File: src/rtl/core/sdt_pkg.sv
// ----------------------------------------------------------------------------
// Settle and drop trigger package
// Types, register indexes and the microcode program of the trigger sequencer.
// ----------------------------------------------------------------------------
package sdt_pkg;

   localparam int CSR_DATA_W  = 24;
   localparam int CSR_INDEX_W = 2;

   localparam logic [CSR_DATA_W-1:0] SETTLE_BAND_RESET = 24'd2400;
   localparam logic [CSR_DATA_W-1:0] UNLOAD_DROP_RESET = 24'd11200;

   typedef enum logic [CSR_INDEX_W-1:0] {
      CSR_ENABLE      = 2'd0,
      CSR_SETTLE_BAND = 2'd1,
      CSR_UNLOAD_DROP = 2'd2
   } csr_index_type;

   typedef enum logic [2:0] {
      STEP_WAIT,
      STEP_CHECK,
      STEP_SCAN,
      STEP_LAST,
      STEP_EVAL,
      STEP_EMIT
   } step_type;

   typedef enum logic [2:0] {
      JC_NEVER,
      JC_ALWAYS,
      JC_NO_ACCEPT,
      JC_SKIP_SCAN,
      JC_SCAN_MORE,
      JC_OUT_BUSY
   } cond_type;

   typedef struct packed {
      logic     take_in;
      logic     scan_start;
      logic     scan_step;
      logic     scan_merge;
      logic     evaluate;
      logic     load_out;
      cond_type hold_cond;
      cond_type jump_cond;
      step_type jump_target;
   } ctrl_word_type;

   typedef struct packed {
      logic fire;
      logic fire_kind;
      logic window_full;
      logic is_settled;
   } result_type;

   function automatic ctrl_word_type ucode(input step_type step);
      ctrl_word_type w;
      w = '{take_in: 1'b0, scan_start: 1'b0, scan_step: 1'b0, scan_merge: 1'b0,
            evaluate: 1'b0, load_out: 1'b0, hold_cond: JC_NEVER,
            jump_cond: JC_NEVER, jump_target: STEP_WAIT};
      unique case (step)
         STEP_WAIT: begin
            w.take_in   = 1'b1;
            w.hold_cond = JC_NO_ACCEPT;
         end
         STEP_CHECK: begin
            w.scan_start  = 1'b1;
            w.jump_cond   = JC_SKIP_SCAN;
            w.jump_target = STEP_EMIT;
         end
         STEP_SCAN: begin
            w.scan_step = 1'b1;
            w.hold_cond = JC_SCAN_MORE;
         end
         STEP_LAST: begin
            w.scan_merge = 1'b1;
         end
         STEP_EVAL: begin
            w.evaluate = 1'b1;
         end
         STEP_EMIT: begin
            w.load_out    = 1'b1;
            w.hold_cond   = JC_OUT_BUSY;
            w.jump_cond   = JC_ALWAYS;
            w.jump_target = STEP_WAIT;
         end
         default: begin
            w.jump_cond   = JC_ALWAYS;
            w.jump_target = STEP_WAIT;
         end
      endcase
      return w;
   endfunction

endpackage

File: src/rtl/core/sdt_ram.sv
// ----------------------------------------------------------------------------
// Generic single-port-write RAM
// One write port and one read port with registered read data.
// ----------------------------------------------------------------------------
module sdt_ram #(
   parameter int WIDTH = 24,
   parameter int DEPTH = 15
) (
   input  logic                     clock,
   input  logic                     wr_en,
   input  logic [$clog2(DEPTH)-1:0] wr_addr,
   input  logic [WIDTH-1:0]         wr_data,
   input  logic [$clog2(DEPTH)-1:0] rd_addr,
   output logic [WIDTH-1:0]         rd_data
);

   logic [WIDTH-1:0] mem_ff [DEPTH];
   logic [WIDTH-1:0] rd_data_ff;

   always_ff @(posedge clock) begin
      if (wr_en) begin
         mem_ff[wr_addr] <= wr_data;
      end
      rd_data_ff <= mem_ff[rd_addr];
   end

   assign rd_data = rd_data_ff;

endmodule

File: src/rtl/core/settle_and_drop_trigger.sv
// ----------------------------------------------------------------------------
// Settle and drop trigger
// An accepted transaction goes from the check step to the emit step, by way of
// a window scan and the last and eval steps when the window is full and the
// block enabled. A new transaction is taken only in the wait step, after the
// emit step; the window RAM is read one entry a cycle through its single read
// port. A result still stalled at the output holds the emit step.
// Synchronous reset clears fill count, peak, baseline flag and registers; window
// contents are undefined until written.
// ----------------------------------------------------------------------------
module settle_and_drop_trigger #(
   parameter int WINDOW_LEN   = 15,
   parameter int SAMPLE_WIDTH = 24
) (
   input  logic                           clock,
   input  logic                           reset,
   input  logic                           req_valid,
   output logic                           req_stall,
   input  logic [SAMPLE_WIDTH-1:0]        req_level_sample,
   output logic                           rsp_valid,
   input  logic                           rsp_stall,
   output logic                           rsp_fire,
   output logic                           rsp_fire_kind,
   output logic                           rsp_window_full,
   output logic                           rsp_is_settled,
   input  logic                           csr_valid,
   output logic                           csr_ready,
   input  logic [sdt_pkg::CSR_INDEX_W-1:0] csr_index,
   input  logic [sdt_pkg::CSR_DATA_W-1:0]  csr_data
);

   localparam int AW = $clog2(WINDOW_LEN);
   localparam int FW = $clog2(WINDOW_LEN + 1);
   localparam int CW = (SAMPLE_WIDTH > sdt_pkg::CSR_DATA_W) ? SAMPLE_WIDTH
                                                            : sdt_pkg::CSR_DATA_W;

   sdt_pkg::step_type      step_ff, step_in;
   sdt_pkg::ctrl_word_type ctrl;
   sdt_pkg::result_type    res_ff, res_in;
   sdt_pkg::result_type    rsp_data_ff, rsp_data_in;
   logic                   rsp_valid_ff, rsp_valid_in;

   logic [SAMPLE_WIDTH-1:0] sample_ff, sample_in;
   logic [SAMPLE_WIDTH-1:0] peak_ff, peak_in;
   logic [SAMPLE_WIDTH-1:0] lo_ff, lo_in;
   logic [SAMPLE_WIDTH-1:0] hi_ff, hi_in;
   logic [FW-1:0]           fill_ff, fill_in;
   logic [AW-1:0]           wpos_ff, wpos_in;
   logic [AW-1:0]           idx_ff, idx_in;
   logic                    base_ff, base_in;

   logic                            enable_ff;
   logic [sdt_pkg::CSR_DATA_W-1:0]  band_ff;
   logic [sdt_pkg::CSR_DATA_W-1:0]  drop_ff;

   logic                    accept;
   logic                    out_busy;
   logic                    skip_scan;
   logic                    scan_more;
   logic                    hold_true;
   logic                    jump_true;
   logic [SAMPLE_WIDTH-1:0] rd_data;
   logic [SAMPLE_WIDTH-1:0] spread;
   logic [SAMPLE_WIDTH-1:0] drop_amt;
   logic                    settled;
   logic                    unloaded;
   logic                    fire;

   function automatic logic cond_eval(input sdt_pkg::cond_type c, input logic acc,
                                      input logic skip, input logic more,
                                      input logic busy);
      logic r;
      r = 1'b0;
      unique case (c)
         sdt_pkg::JC_NEVER:     r = 1'b0;
         sdt_pkg::JC_ALWAYS:    r = 1'b1;
         sdt_pkg::JC_NO_ACCEPT: r = !acc;
         sdt_pkg::JC_SKIP_SCAN: r = skip;
         sdt_pkg::JC_SCAN_MORE: r = more;
         sdt_pkg::JC_OUT_BUSY:  r = busy;
         default:               r = 1'b0;
      endcase
      return r;
   endfunction

   sdt_ram #(
      .WIDTH (SAMPLE_WIDTH),
      .DEPTH (WINDOW_LEN)
   ) u_window (
      .clock   (clock),
      .wr_en   (accept && enable_ff),
      .wr_addr (wpos_ff),
      .wr_data (req_level_sample),
      .rd_addr (idx_ff),
      .rd_data (rd_data)
   );

   assign ctrl      = sdt_pkg::ucode(step_ff);
   assign req_stall = !ctrl.take_in;
   assign accept    = req_valid && ctrl.take_in;
   assign out_busy  = rsp_valid_ff && rsp_stall;
   assign skip_scan = !enable_ff || (fill_ff != FW'(WINDOW_LEN));
   assign scan_more = (idx_ff != AW'(WINDOW_LEN - 1));
   assign hold_true = cond_eval(ctrl.hold_cond, accept, skip_scan, scan_more, out_busy);
   assign jump_true = cond_eval(ctrl.jump_cond, accept, skip_scan, scan_more, out_busy);

   assign spread   = hi_ff - lo_ff;
   assign drop_amt = peak_ff - sample_ff;
   assign settled  = CW'(spread) <= CW'(band_ff);
   assign unloaded = (peak_ff >= sample_ff) && (CW'(drop_amt) >= CW'(drop_ff));
   assign fire     = settled && (!base_ff || unloaded);

   always_comb begin
      step_in      = step_ff;
      sample_in    = sample_ff;
      peak_in      = peak_ff;
      lo_in        = lo_ff;
      hi_in        = hi_ff;
      fill_in      = fill_ff;
      wpos_in      = wpos_ff;
      idx_in       = idx_ff;
      base_in      = base_ff;
      res_in       = res_ff;
      rsp_valid_in = rsp_valid_ff;
      rsp_data_in  = rsp_data_ff;

      if (hold_true) begin
         step_in = step_ff;
      end else if (jump_true) begin
         step_in = ctrl.jump_target;
      end else begin
         step_in = sdt_pkg::step_type'(step_ff + 3'd1);
      end

      if (accept) begin
         sample_in = req_level_sample;
         if (enable_ff) begin
            wpos_in = (wpos_ff == AW'(WINDOW_LEN - 1)) ? '0 : wpos_ff + AW'(1);
            if (fill_ff != FW'(WINDOW_LEN)) begin
               fill_in = fill_ff + FW'(1);
            end
            if (req_level_sample > peak_ff) begin
               peak_in = req_level_sample;
            end
         end
      end

      if (ctrl.scan_start) begin
         idx_in = '0;
         res_in = '0;
      end

      if (ctrl.scan_step) begin
         if (scan_more) begin
            idx_in = idx_ff + AW'(1);
         end
         if (idx_ff == AW'(1)) begin
            lo_in = rd_data;
            hi_in = rd_data;
         end else if (idx_ff != '0) begin
            lo_in = (rd_data < lo_ff) ? rd_data : lo_ff;
            hi_in = (rd_data > hi_ff) ? rd_data : hi_ff;
         end
      end

      if (ctrl.scan_merge) begin
         lo_in = (rd_data < lo_ff) ? rd_data : lo_ff;
         hi_in = (rd_data > hi_ff) ? rd_data : hi_ff;
      end

      if (ctrl.evaluate) begin
         res_in.fire        = fire;
         res_in.fire_kind   = fire && base_ff;
         res_in.window_full = 1'b1;
         res_in.is_settled  = settled;
         if (fire) begin
            base_in = 1'b1;
            fill_in = '0;
            wpos_in = '0;
            peak_in = sample_ff;
         end
      end

      if (rsp_valid_ff && !rsp_stall) begin
         rsp_valid_in = 1'b0;
      end
      if (ctrl.load_out && !out_busy) begin
         rsp_valid_in = 1'b1;
         rsp_data_in  = res_ff;
      end
   end

   always_ff @(posedge clock) begin
      if (reset) begin
         step_ff      <= sdt_pkg::STEP_WAIT;
         peak_ff      <= '0;
         fill_ff      <= '0;
         wpos_ff      <= '0;
         idx_ff       <= '0;
         base_ff      <= 1'b0;
         rsp_valid_ff <= 1'b0;
      end else begin
         step_ff      <= step_in;
         peak_ff      <= peak_in;
         fill_ff      <= fill_in;
         wpos_ff      <= wpos_in;
         idx_ff       <= idx_in;
         base_ff      <= base_in;
         rsp_valid_ff <= rsp_valid_in;
      end
   end

   always_ff @(posedge clock) begin
      sample_ff   <= sample_in;
      lo_ff       <= lo_in;
      hi_ff       <= hi_in;
      res_ff      <= res_in;
      rsp_data_ff <= rsp_data_in;
   end

   always_ff @(posedge clock) begin
      if (reset) begin
         enable_ff <= 1'b0;
         band_ff   <= sdt_pkg::SETTLE_BAND_RESET;
         drop_ff   <= sdt_pkg::UNLOAD_DROP_RESET;
      end else if (csr_valid) begin
         unique case (csr_index)
            sdt_pkg::CSR_ENABLE:      enable_ff <= csr_data[0];
            sdt_pkg::CSR_SETTLE_BAND: band_ff   <= csr_data;
            sdt_pkg::CSR_UNLOAD_DROP: drop_ff   <= csr_data;
            default: begin
            end
         endcase
      end
   end

   assign csr_ready       = 1'b1;
   assign rsp_valid       = rsp_valid_ff;
   assign rsp_fire        = rsp_data_ff.fire;
   assign rsp_fire_kind   = rsp_data_ff.fire_kind;
   assign rsp_window_full = rsp_data_ff.window_full;
   assign rsp_is_settled  = rsp_data_ff.is_settled;

   a_accept_to_check: assert property (@(posedge clock) disable iff (reset)
      (req_valid && !req_stall) |=> (step_ff == sdt_pkg::STEP_CHECK))
      else $error("Accepted transaction did not advance to the check step.");

   a_rsp_from_emit: assert property (@(posedge clock) disable iff (reset)
      $rose(rsp_valid) |-> $past(step_ff == sdt_pkg::STEP_EMIT))
      else $error("Result appeared outside the emit step.");

   a_fire_needs_settled: assert property (@(posedge clock) disable iff (reset)
      (rsp_valid && rsp_fire) |-> (rsp_is_settled && rsp_window_full))
      else $error("Fire reported on an unsettled or partial window.");

   a_fill_bound: assert property (@(posedge clock) disable iff (reset)
      fill_ff <= FW'(WINDOW_LEN))
      else $error("Fill count exceeds the window length.");

endmodule

File: config.mk
export PLATFORM = sky130hd
export DESIGN_NAME = settle_and_drop_trigger
export DESIGN_NICKNAME = d
export VERILOG_FILES = /design/src/rtl/core/sdt_pkg.sv /design/src/rtl/core/sdt_ram.sv /design/src/rtl/core/settle_and_drop_trigger.sv
export SDC_FILE = /design/constraint.sdc
export NUM_CORES = 1
export LEC_CHECK = 0
export ABC_AREA = 1
export BUFFER_PORTS_ARGS = -buffer_cell sky130_fd_sc_hd__buf_2
export CORE_MARGIN = 4
export CORE_UTILIZATION = 55
export DETAILED_ROUTE_END_ITERATION = 8
export PLACE_DENSITY = 0.71
export SYNTH_ARGS = -nofsm -noshare
export SYNTH_HDL_FRONTEND = slang
export SYNTH_SLANG_ARGS = --single-unit
File: constraint.sdc
create_clock -name clock -period 6.8 [get_ports clock]
set_input_delay 1.02 -clock clock [delete_from_list [all_inputs] [get_ports clock]]
set_output_delay 1.02 -clock clock [all_outputs]
set_load 0.01 [all_outputs]
==> flow_summary.toml <==
[clock_network]
htreeDepth = 2
clk_pin_slew_worst_paths_ns = 0.07
cts_tree = "done"
ctsRootBufferMaster = "clkbuf_16"
cts_buffers = 55
cts-resized-gates = 0
ctsHoldBuffers = 0
cts_sinks = 554
cts_setup_buffers = 0
clock_latency_ns = 0.62
clockBufferDepth = 3

[die]
fp-row-count = 81
io_pins = 62
coreArea_um2 = 49050
die_area_um2 = 53340
start_util_pct = 55.74
die_x_um = 231.0
fp.dieH_um = 231.0

[route]
ant_nets = 0
via_count = 20400
wl_um = 70090
wl_per_cell_um = 19.55
vias_per_cell = 5.693
dr.first_iter.drc_count = 1967
dr.pass1.iters = 5
drcViolationCount = 0

[logic_synthesis]
synthArstFlopShare_pct = 0
syn_area_um2 = 27340
synth-edff-count = 439
synth_ff_type = "edfxtp_1"
synth_warnings = 0
synth.avg_cell_area_um2 = 9.634
ys_types = 46
syn_inst = 2838
synth_fp_nets = 3072
synth_seq_area_share_pct = 56.64
ys_ff_latch = 554

[finish]
layout.cells.non_filler = 3584
postLayoutCellArea_um2 = 30090
area_growth_pct = 10.05
drive_gt1_share_pct = 8.085
finalNetCount = 3108

[timing]
hold-worst-slack_ns = 0.4236
setup_ws_ns = 2.248
relSlewSlack_pct = 17.96
worst_pin_slew_ns = 1.224
hold_viol_final = 0
setup_tns_ns = 0
fmax_mhz = 219.7
period_share_pct = 66.94
rsz0062_at_grt = "no"
layout_min_cycle_time_ns = 4.552
maxSlewViolCount = 0
setup_viol = 0
skew_ns = 0.02826

[setup_path]
cp-start-kind = "flip-flop"
cp_top_family = "simple AND/OR/NAND/NOR gates"
crit_buf_inv = 2
cp-end-kind = "flip-flop"
r2r_setup_slack_ns = 2.25
cp_data_arrival_time_ns = 5.04
path_cells = "ha_1, fa_1, o21ai_1, a21oi_1, inv_1, nand3_1, nand3_1, xor2_1, inv_1, ha_1, nand2_1, nor2_1, nand4_1, nor2_1, nand3_1, a21oi_4, nand2_1, nand2_1, nor2_1"
worstPathMaxFanout = 26
critPathMaxStageDelay_ns = 0.71
worst-setup-path-type = "flip-flop to flip-flop"
crit_required_ns = 7.29
slowest_stage = "a21oi_4"

[global_routing]
first_global_vias = 19570
antenna_found_initial = 1
grt_pass1_wl_um = 109000
gr-total-overflow = 0
grt_use_total_pct = 26.08
grt_max_degree = 83

[placed_design]
dp.cells = 3481
post_dp_cell_area_um2 = 28270
gp_congestion = 0.9331
port-buffer-count = 60
dp_hpwl_um = 46950
dpl_worst_slack_ns = 2.252

[run_status]
status = "complete, no violations"

[pwr]
irDropWorstVdd_mv = 0.2527
leakage_nw = 12.16
powerDensity_nw_per_um2 = 340.0

[min_path]
worst_hold_path_type = "flip-flop to flip-flop"

[run]
maxCapViolations = 0
-- layout make-up --
| class | count | area (um2) |
|---|---|---|
| flip-flops and latches | 554 | 15490 |
| diodes | 1 | 2.502 |
| multi-input cells | 1887 | 10330 |
| well taps | 664 | 830.8 |
| clock inverters | 36 | 370.4 |
| fillers | 4066 | 18960 |
| clock buffers | 66 | 1449 |
| inverters | 282 | 1061 |
| repair buffers | 94 | 555.5 |
-- synthesized netlist by cell type (all sizes together), types with 4 or more instances --
cell type / number / share of area, %
inv: 280 / 3.8
o22ai: 73 / 1.7
dfxtp: 115 / 8.4
xnor2: 20 / 0.64
a221oi: 4 / 0.13
buf: 41 / 0.90
nor4: 4 / 0.092
a211oi: 4 / 0.11
o211ai: 13 / 0.36
o21a: 5 / 0.14
a21oi: 217 / 4.3
nand4: 20 / 0.46
nand3: 135 / 2.5
clkbuf: 74 / 1.0
xor2: 22 / 0.70
nand2: 573 / 7.9
ha: 177 / 8.1
o21ai: 277 / 5.1
nor3: 15 / 0.27
edfxtp: 439 / 48
o21bai: 13 / 0.36
a21o: 11 / 0.30
nor2: 291 / 4.0
-- where the power goes --
| group | total (mW) | internal [mW] | switching [mW] |
|---|---|---|---|
| clock network | 3.06 | 1.76 | 1.30 |
| logic | 3.03 | 1.03 | 2.00 |
| registers | 4.15 | 3.96 | 0.191 |
| total | 10.2 | 6.74 | 3.49 |
-- layer usage --
layer  part of all wire, %  GRT usage [%]  wire length, um
met1                    44          36.75            30680
met2                    46          41.83            32270
met3                   6.8          3.751             4792
met4                   3.3          8.983             2328
met5                 0.016              0               11
-- worst paths after layout --
kind | startpoint | to | depth (start not counted)
setup / recovery | lo_ff[0]$_DFFE_PP_ | wpos_ff[1]$_SDFF_PP0_ | 19
hold / removal | res_ff[0]$_DFFE_PP_ | rsp_is_settled$_DFFE_PP_ | 0
setup reg to reg | lo_ff[0]$_DFFE_PP_ | wpos_ff[1]$_SDFF_PP0_ | 19
hold reg to reg | res_ff[0]$_DFFE_PP_ | rsp_is_settled$_DFFE_PP_ | 0
-- flip-flops by register name, indices dropped and copies added (netlist names), 24 cells and up --
signal / flops
sample_ff: 24
drop_ff: 24
lo_ff: 24
u_window.mem_ff: 360
band_ff: 24
u_window.rd_data: 24
hi_ff: 24
peak_ff: 24
-- stage by stage --
| step | utilization, % | power (mW) |
|---|---|---|
| 6_report | 61.34 | 10.23 |
| 5_1_grt | 61.34 | 10.87 |
| 4_1_cts | 61.34 | 10.28 |
| 3_5_place_dp | 57.63 | 7.215 |
| 3_3_place_gp | 57.63 | 7.115 |
| 2_1_floorplan | - | 6.345 |
-- placed cells by master, fill, tap and decap left out, drive strengths merged, types with 22 or more instances in the layout --
cell / synthesis / routed
dfxtp: 115 / 115
a21oi: 217 / 217
inv: 280 / 285
clkinv: 2 / 25
xor2: 22 / 22
nand2: 573 / 573
o21ai: 277 / 277
ha: 177 / 177
clkbuf: 74 / 66
nor2: 291 / 291
o22ai: 73 / 73
buf: 41 / 94
nand3: 135 / 135
edfxtp: 439 / 439
-- worst reg2reg max path, cell delays in order (launching register included) --
cell	delay, ns
edfxtp_1	0.43
ha_1	0.26
fa_1	0.45
o21ai_1	0.33
a21oi_1	0.21
inv_1	0.11
nand3_1	0.07
nand3_1	0.12
xor2_1	0.15
inv_1	0.06
ha_1	0.26
nand2_1	0.06
nor2_1	0.16
nand4_1	0.13
nor2_1	0.17
nand3_1	0.13
a21oi_4	0.71
nand2_1	0.26
nand2_1	0.30
nor2_1	0.08
-- logic make-up (layout without fill, tap and decap cells) --
family                     after synthesis  count (layout)  synth area share, %
and+or+nand+nor                       1042            1042                15.37
other                                    1               2              0.01372
xor gates and xnor gates                42              42                1.345
buffers and inverters                  397             478                5.784
DFF                                    554             554                56.64
AOI/OAI and AO/OA                      623             623                12.60
adders and majority gates              179             179                8.246
No activity file was read; power rests on OpenSTA's default activity.
